--- config.mk ---
export PLATFORM = sky130hd
export DESIGN_NAME = dlle_ram
export DESIGN_NICKNAME = d
export VERILOG_FILES = /design/src/rtl/dlle_ram.sv
export SDC_FILE = /design/constraint.sdc
export NUM_CORES = 1
export LEC_CHECK = 0
export BUFFER_PORTS_ARGS = -buffer_cell sky130_fd_sc_hd__buf_2
export CORE_AREA = 2 2 39 41
export CTS_CLUSTER_DIAMETER = 60
export DETAILED_ROUTE_END_ITERATION = 16
export DIE_AREA = 0 0 41 43
export PLACE_DENSITY_LB_ADDON = 0.15
export SYNTH_ARGS = -nofsm -noshare
export SYNTH_HDL_FRONTEND = slang
export SYNTH_SLANG_ARGS = --single-unit
--- constraint.sdc ---
create_clock -name i_clk -period 1.1 [get_ports i_clk]
set_clock_uncertainty 0.15 [all_clocks]
set_input_delay 0.055 -clock i_clk [delete_from_list [all_inputs] [get_ports i_clk]]
set_output_delay 0.055 -clock i_clk [all_outputs]
set_load 0.01 [all_outputs]
--- src/rtl/dlle_ram.sv ---
// Simple dual-port RAM: one write port, one read port with registered data.
`default_nettype none

module dlle_ram #(
    parameter int DEPTH = 4,
    parameter int WIDTH = 1,
    localparam int AW = $clog2(DEPTH)
) (
    input  logic             i_clk,
    input  logic             i_we,
    input  logic [AW-1:0]    i_waddr,
    input  logic [WIDTH-1:0] i_wdata,
    input  logic [AW-1:0]    i_raddr,
    output logic [WIDTH-1:0] o_rdata
);

    logic [WIDTH-1:0] r_mem [DEPTH];
    logic [WIDTH-1:0] r_rdata;

    always_ff @(posedge i_clk) begin
        if (i_we) begin
            r_mem[i_waddr] <= i_wdata;
        end
    end

    always_ff @(posedge i_clk) begin
        r_rdata <= r_mem[i_raddr];
    end

    assign o_rdata = r_rdata;

endmodule

`default_nettype wire

==> results of run 1 <==
per-stage QoR:
step / instances / hold WS (ns)
after floorplan: 10 / 0.00387
after global placement: 33 / 0.137
after detailed placement: 33 / 0.131
after CTS: 39 / -0.0339
after global routing: 39 / -0.0401
final: 39 / -0.0216
sequential cells by signal, indices dropped and copies added (netlist names):
register  cells
r_mem         4
o_rdata       1
cell families after synthesis:
| kind of cell | Yosys count | synth area share |
|---|---|---|
| and+or+nand+nor | 4 | 0.161 |
| DFF | 5 | 0.723 |
| muxes | 1 | 0.116 |
cell usage in the layout (no fill, tap or decap):
cell type,instances
mux4_2,1
edfxtp_1,4
dfxtp_1,1
and3_1,1
dlygate4sd3_1,2
and3b_1,2
clkinv_2,1
buf_2,7
nor3b_1,1
clkbuf_4,3
layout make-up:
cell class	instances	share of cell area
clock inverter	1	0.0169
clock buffer	3	0.0759
sequential	5	0.473
multi-input combinational	5	0.181
timing repair buffer	9	0.186
tap	16	0.0675
layer usage:
metal,vias to the layer above,GRT usage
li1,68,-
met1,61,0.0493
met5,-,0
met4,0,0.0400
met3,0,0.0628
met2,7,0.0969
how the worst max path moves through the flow:
stage                         end  depth (start not counted)  slack, ns
after floorplan           o_rdata                          1       0.04
after global placement    o_rdata                          1       0.02
after detailed placement  o_rdata                          1      0.009
after CTS                 o_rdata                          1      -0.03
after global routing      o_rdata                          1      -0.05
final                     o_rdata                          1      -0.02
repair_timing:
item                                    4_1_cts  5_1_grt
buffers inserted                              0        0
endpoints found under the setup margin        1        1
hold endpoints to repair                      6        2
power breakdown:
group | switching (uW) | leakage, uW | total (uW) | internal [uW]
logic | 14.8 | 0.0000633 | 38.6 | 23.8
registers | 3.09 | 0.0000452 | 219 | 216
clock network | 81.2 | 0.0000177 | 213 | 132
total | 99.1 | 0.000126 | 471 | 372
==> results by group, run 1 <==
Power
  – PwrDens: 1590 mW/mm^2
  – Worst vdd ir: 0.402 mV
  – Pleak: 0.000126 uW
  – Pwr Total: 471 uW

Route
  – Antenna-violating nets left: 0
  – Top Metal Used: met3
  – Final wirelength: 404 um
  – Met2 WL: 216 um
  – DRC Markers: 0
  – DR WL met3: 40 um
  – Metal-1 WL: 147 um
  – Vias post-DR: 136
  – Number of vias per cell: 3.49
  – Drt initial violations: 2
  – WL/cell: 10.4 um
  – Drt pass-1 iters: 2

Layout
  – Area growth from synthesis to layout: 52.9%
  – Ant. Diodes: 0
  – Storage cell area: 140 sq um
  – Share of cells above drive strength 1: 0.522
  – Design Area, Final: 297 sq um
  – Fillers: 156
  – Area occupied by multi-input gates: 53.8 sq um
  – Nets: 31
  – Util after Layout: 0.214

Status
  – Outcome: finished, violations left
  – Failing checks: negative hold slack, negative setup slack

Synth
  – EDFF count, synth: 4
  – Syn Area/Cell: 19.4 sq um
  – Synth cell count leaders: edfxtp_1 (4), and3b_1 (2)
  – Post-synth top area share: 0.619
  – Net count after synthesis: 17
  – Ys flop type: edfxtp_1
  – Mapped Area: 194 sq um
  – Cell taking the most area after synthesis: edfxtp_1
  – Count leader, synth: edfxtp_1
  – Post-synth ARST share: 0
  – Top cells by area, synth: edfxtp_1 (62%), mux4_2 (12%), dfxtp_1 (10%)
  – Cell variety after synth: 6
  – Synth warn: 0
  – Register area share after synthesis: 0.723
  – Synth Instances: 10
  – Yosys reg bits: 5

GRT
  – Grt ovf: 0
  – Vias in the first global route: 141
  – First-pass GRT wire length: 614 um
  – Global Route Usage Sum: 0.0647
  – Maximum number of pins on one net before global-route repair: 5
  – Initial antenna violation count: 0

Timing
  – Unrepaired setup endpoints after global routing: yes
  – Final clock period utilization by the worst path: 1.01
  – Slew headroom: 0.862
  – Final hold viol count: 2
  – PnR worst setup slack: -0.0151 ns
  – TNS Setup: -0.0151 ns
  – Clock period minus final worst setup slack: 1.12 ns
  – Final Slew Violations: 0
  – Tightest hold margin: -0.0216 ns
  – Maximum operating frequency: 0.897 GHz
  – Final setup fails: 1
  – Worst slew pin tran: 0.207 ns

Worst setup path
  – Max incr delay on CP: 0.45 ns
  – Worst setup EP type: flop
  – Worst path cell trace: mux4_2
  – Reg2reg path depth: 1
  – Crit Path Class: reg2reg
  – CP Max Fanout: 1
  – R2R Path End: o_rdata
  – Buf/Inv on CP: 0
  – Slowest-stage cell, CP: mux4_2
  – Reg2reg start: r_mem[1]
  – Worst EP required: 1.06 ns
  – Reg2reg setup slack: -0.02 ns
  – Crit path launch type: flop
  – CP arrival: 1.08 ns
  – Crit. Startpoint: r_mem[1]
  – Largest delay share family, worst path: multiplexers

Clock tree
  – CTS Root Buffer Type: clkbuf_4
  – H-tree depth: 1
  – Clk slew on worst S/H paths: 0.05 ns
  – Post-CTS Hold Buffers: 2
  – CTS buffer count: 3
  – Sink Count: 5
  – Max Buffers Root-to-Sink: 2
  – Skew-Pair Late Insertion Delay: 0.24 ns
  – # resized after CTS: 0
  – CTS tree: done

Placement
  – Placement-stage cell area: 249 sq um
  – GPL Wtd Cong: 0.574
  – DP Worst Slack: 0.00945 ns
  – Port bufs: 7

Floorplanning
  – IO Pins: 8
  – Die width: 41 um
  – Initial core utilization: 0.140
  – Die area: 0.00176 sq mm
  – Rows: 14
  – Core footprint: 0.00138 sq mm
  – DIE HEIGHT: 43 um

Min path
  – Worst hold path cell count: 2
  – HP Class: in2reg
  – Hold EP: r_mem[0]
  – Hold_sp: i_waddr[0]

Flow run
  – MaxCap Viol Count: 0
Power figures use the tool's default switching activity.
==> run 2: changes to the inputs <==
--- a/config.mk
+++ b/config.mk
@@ -10,7 +10,6 @@
 export CTS_CLUSTER_DIAMETER = 60
 export DETAILED_ROUTE_END_ITERATION = 16
 export DIE_AREA = 0 0 41 43
-export PLACE_DENSITY_LB_ADDON = 0.15
 export SYNTH_ARGS = -nofsm -noshare
 export SYNTH_HDL_FRONTEND = slang
 export SYNTH_SLANG_ARGS = --single-unit
==> run 2 against run 1 <==
Net effect: the run ends with negative hold slack left; worst setup slack better by 0.022 ns; clock-buffer cell count stayed put; die area is the same; register-to-register slack gained 0.02 ns; global-route usage down 0.89 points; critical path depth unchanged; sequential power about the same; flip-flop and latch count is the same; clock power about the same; first-iteration DRC count increased by 50%; critical endpoint unchanged; largest power group unchanged.
==> results by group, run 2 (synthesis results as in run 1) <==
Status
  – Outcome: finished, violations left (unchanged)
  – Failing checks: negative hold slack (was negative hold slack, negative setup slack)

Route
  – Drt initial violations: 3 (was 2)
  – WL/cell: 8.54 um (was 10.4 um)
  – Drt pass-1 iters: 2 (unchanged)
  – Antenna-violating nets left: 0 (unchanged)
  – Final wirelength: 333 um (was 404 um)
  – DRC Markers: 0 (unchanged)
  – Vias post-DR: 138 (was 136)
  – Number of vias per cell: 3.54 (was 3.49)

Power
  – Worst vdd ir: 0.810 mV (was 0.402 mV)
  – PwrDens: 1580 mW/mm^2 (was 1590 mW/mm^2)
  – Pwr Total: 467 uW (was 471 uW)
  – Pleak: 0.000126 uW (unchanged)

Worst setup path
  – Levels on crit path: 1 (unchanged)
  – Worst setup EP type: flop (unchanged)
  – CP Max Fanout: 1 (unchanged)
  – Crit path launch type: flop (unchanged)
  – Largest delay share family, worst path: multiplexers (unchanged)
  – Worst setup endpoint: o_rdata (unchanged)
  – Crit. Startpoint: r_mem[1] (unchanged)
  – Reg2reg setup slack: 0.006 ns (was -0.02 ns)
  – Reg2reg start: r_mem[1] (unchanged)
  – Worst path cell trace: mux4_2 (unchanged)
  – R2R Path End: o_rdata (unchanged)
  – CP arrival: 1.06 ns (was 1.08 ns)
  – Worst EP required: 1.06 ns (about the same)
  – Buf/Inv on CP: 0 (unchanged)
  – Crit Path Class: reg2reg (unchanged)
  – Max incr delay on CP: 0.45 ns (about the same)
  – Reg2reg path depth: 1 (unchanged)
  – Slowest-stage cell, CP: mux4_2 (unchanged)

Timing
  – Final hold viol count: 2 (unchanged)
  – Unrepaired setup endpoints after global routing: yes (unchanged)
  – Final clock period utilization by the worst path: 0.994 (was 1.01)
  – Final Slew Violations: 0 (unchanged)
  – Clock period minus final worst setup slack: 1.09 ns (was 1.12 ns)
  – Final setup fails: 0 (was 1)
  – Tightest hold margin: -0.0164 ns (was -0.0216 ns)
  – Maximum operating frequency: 0.914 GHz (was 0.897 GHz)
  – Slew headroom: 0.823 (was 0.862)
  – Worst slew pin tran: 0.265 ns (was 0.207 ns)

Layout
  – Area growth from synthesis to layout: 52.9% (unchanged)
  – Most flops, register: r_mem (unchanged)
  – Most frequent cells in the layout: buf_2 (7), edfxtp_1 (4), clkbuf_4 (3) (unchanged)
  – Share of cells above drive strength 1: 0.522 (unchanged)
  – Most common cell after layout, fill and taps aside: buf_2 (unchanged)
  – Largest register FFs: 4 (unchanged)
  – Ant. Diodes: 0 (unchanged)
  – Fillers: 149 (was 156)
  – Nets: 31 (unchanged)
  – Design Area, Final: 297 sq um (unchanged)

Floorplanning
  – Die width: 41 um (unchanged)
  – Die area: 0.00176 sq mm (unchanged)
  – Rows: 14 (unchanged)
  – Initial core utilization: 0.140 (unchanged)
  – DIE HEIGHT: 43 um (unchanged)
  – Core footprint: 0.00138 sq mm (unchanged)
  – IO Pins: 8 (unchanged)

Clock tree
  – CTS tree: done (unchanged)
  – Skew-Pair Late Insertion Delay: 0.24 ns (about the same)
  – Sink Count: 5 (unchanged)
  – Post-CTS Hold Buffers: 2 (unchanged)
  – CTS buffer count: 3 (unchanged)
  – H-tree depth: 1 (unchanged)
  – Clk slew on worst S/H paths: 0.05 ns (about the same)
  – CTS Root Buffer Type: clkbuf_4 (unchanged)
  – Max Buffers Root-to-Sink: 2 (unchanged)

GRT
  – Global Route Usage Sum: 0.0558 (was 0.0647)
  – Initial antenna violation count: 0 (unchanged)
  – Maximum number of pins on one net before global-route repair: 5 (unchanged)
  – Vias in the first global route: 153 (was 141)
  – Grt ovf: 0 (unchanged)
  – First-pass GRT wire length: 545 um (was 614 um)

Min path
  – Hold_sp: i_raddr[0] (was i_waddr[0])
  – HP Class: in2reg (unchanged)

Placement
  – Port bufs: 7 (unchanged)
  – GPL Wtd Cong: 0.565 (was 0.574)
  – Placement-stage cell area: 249 sq um (unchanged)

Flow run
  – MaxCap Viol Count: 0 (unchanged)
==> run 2: metal layers <==
layer | global-route usage | vias up | part of all wire
li1 | - | 67 | -
met3 | 0.0838 | 0 | 0.23
met5 | 0 | - | 0
met1 | 0.0399 | 60 | 0.28
met2 | 0.0750 | 11 | 0.48
met4 | 0.0200 | 0 | 0
==> run 2: report_power, final <==
group | internal [uW] | switching [uW]
Clock | 132 | 78.7
Combinational | 23.8 | 14.2
Sequential | 216 | 2.42
Total | 372 | 95.3
==> run 2: how the worst min path moves through the flow <==
stage,endpoint,slack (ns),cells past startpoint
CTS,r_mem[0],-0.02,2
finish,o_rdata,-0.02,2
global route,o_rdata,-0.01,2
global placement,r_mem[1],0.11,1
floorplan,r_mem[0],0.004,0
detailed placement,r_mem[1],0.12,1
==> run 2: area by class of cell <==
cell class / instances / area, sq um / area share
Timing Repair Buffer: 9 / 55.1 / 0.186
Multi-Input combinational cell: 5 / 53.8 / 0.181
Sequential cell: 5 / 140 / 0.473
Tap cell: 16 / 20.0 / 0.0675
Clock inverter: 1 / 5.00 / 0.0169
Clock buffer: 3 / 22.5 / 0.0759
==> run 2: what timing repair did <==
item,4_1_cts,5_1_grt
pin swaps,0,0
buffers inserted,0,0
cloned,0,0
setup endpoints to repair,1,1
gates resized for setup,0,0
endpoints found under the hold margin,6,2
==> run 2: stage by stage <==
step | util | cells | hold slack [ns] | setup TNS (ns) | worst slack (ns)
2_1_floorplan | - | 10 | 0.00387 | 0 | 0.0412
3_3_place_gp | 0.180 | 33 | 0.112 | 0 | 0.0317
3_5_place_dp | 0.180 | 33 | 0.124 | 0 | 0.00857
4_1_cts | 0.214 | 39 | -0.0201 | -0.00132 | -0.00132
5_1_grt | 0.214 | 39 | -0.0119 | -0.0116 | -0.0116
6_report | 0.214 | 39 | -0.0164 | 0 | 0.00650
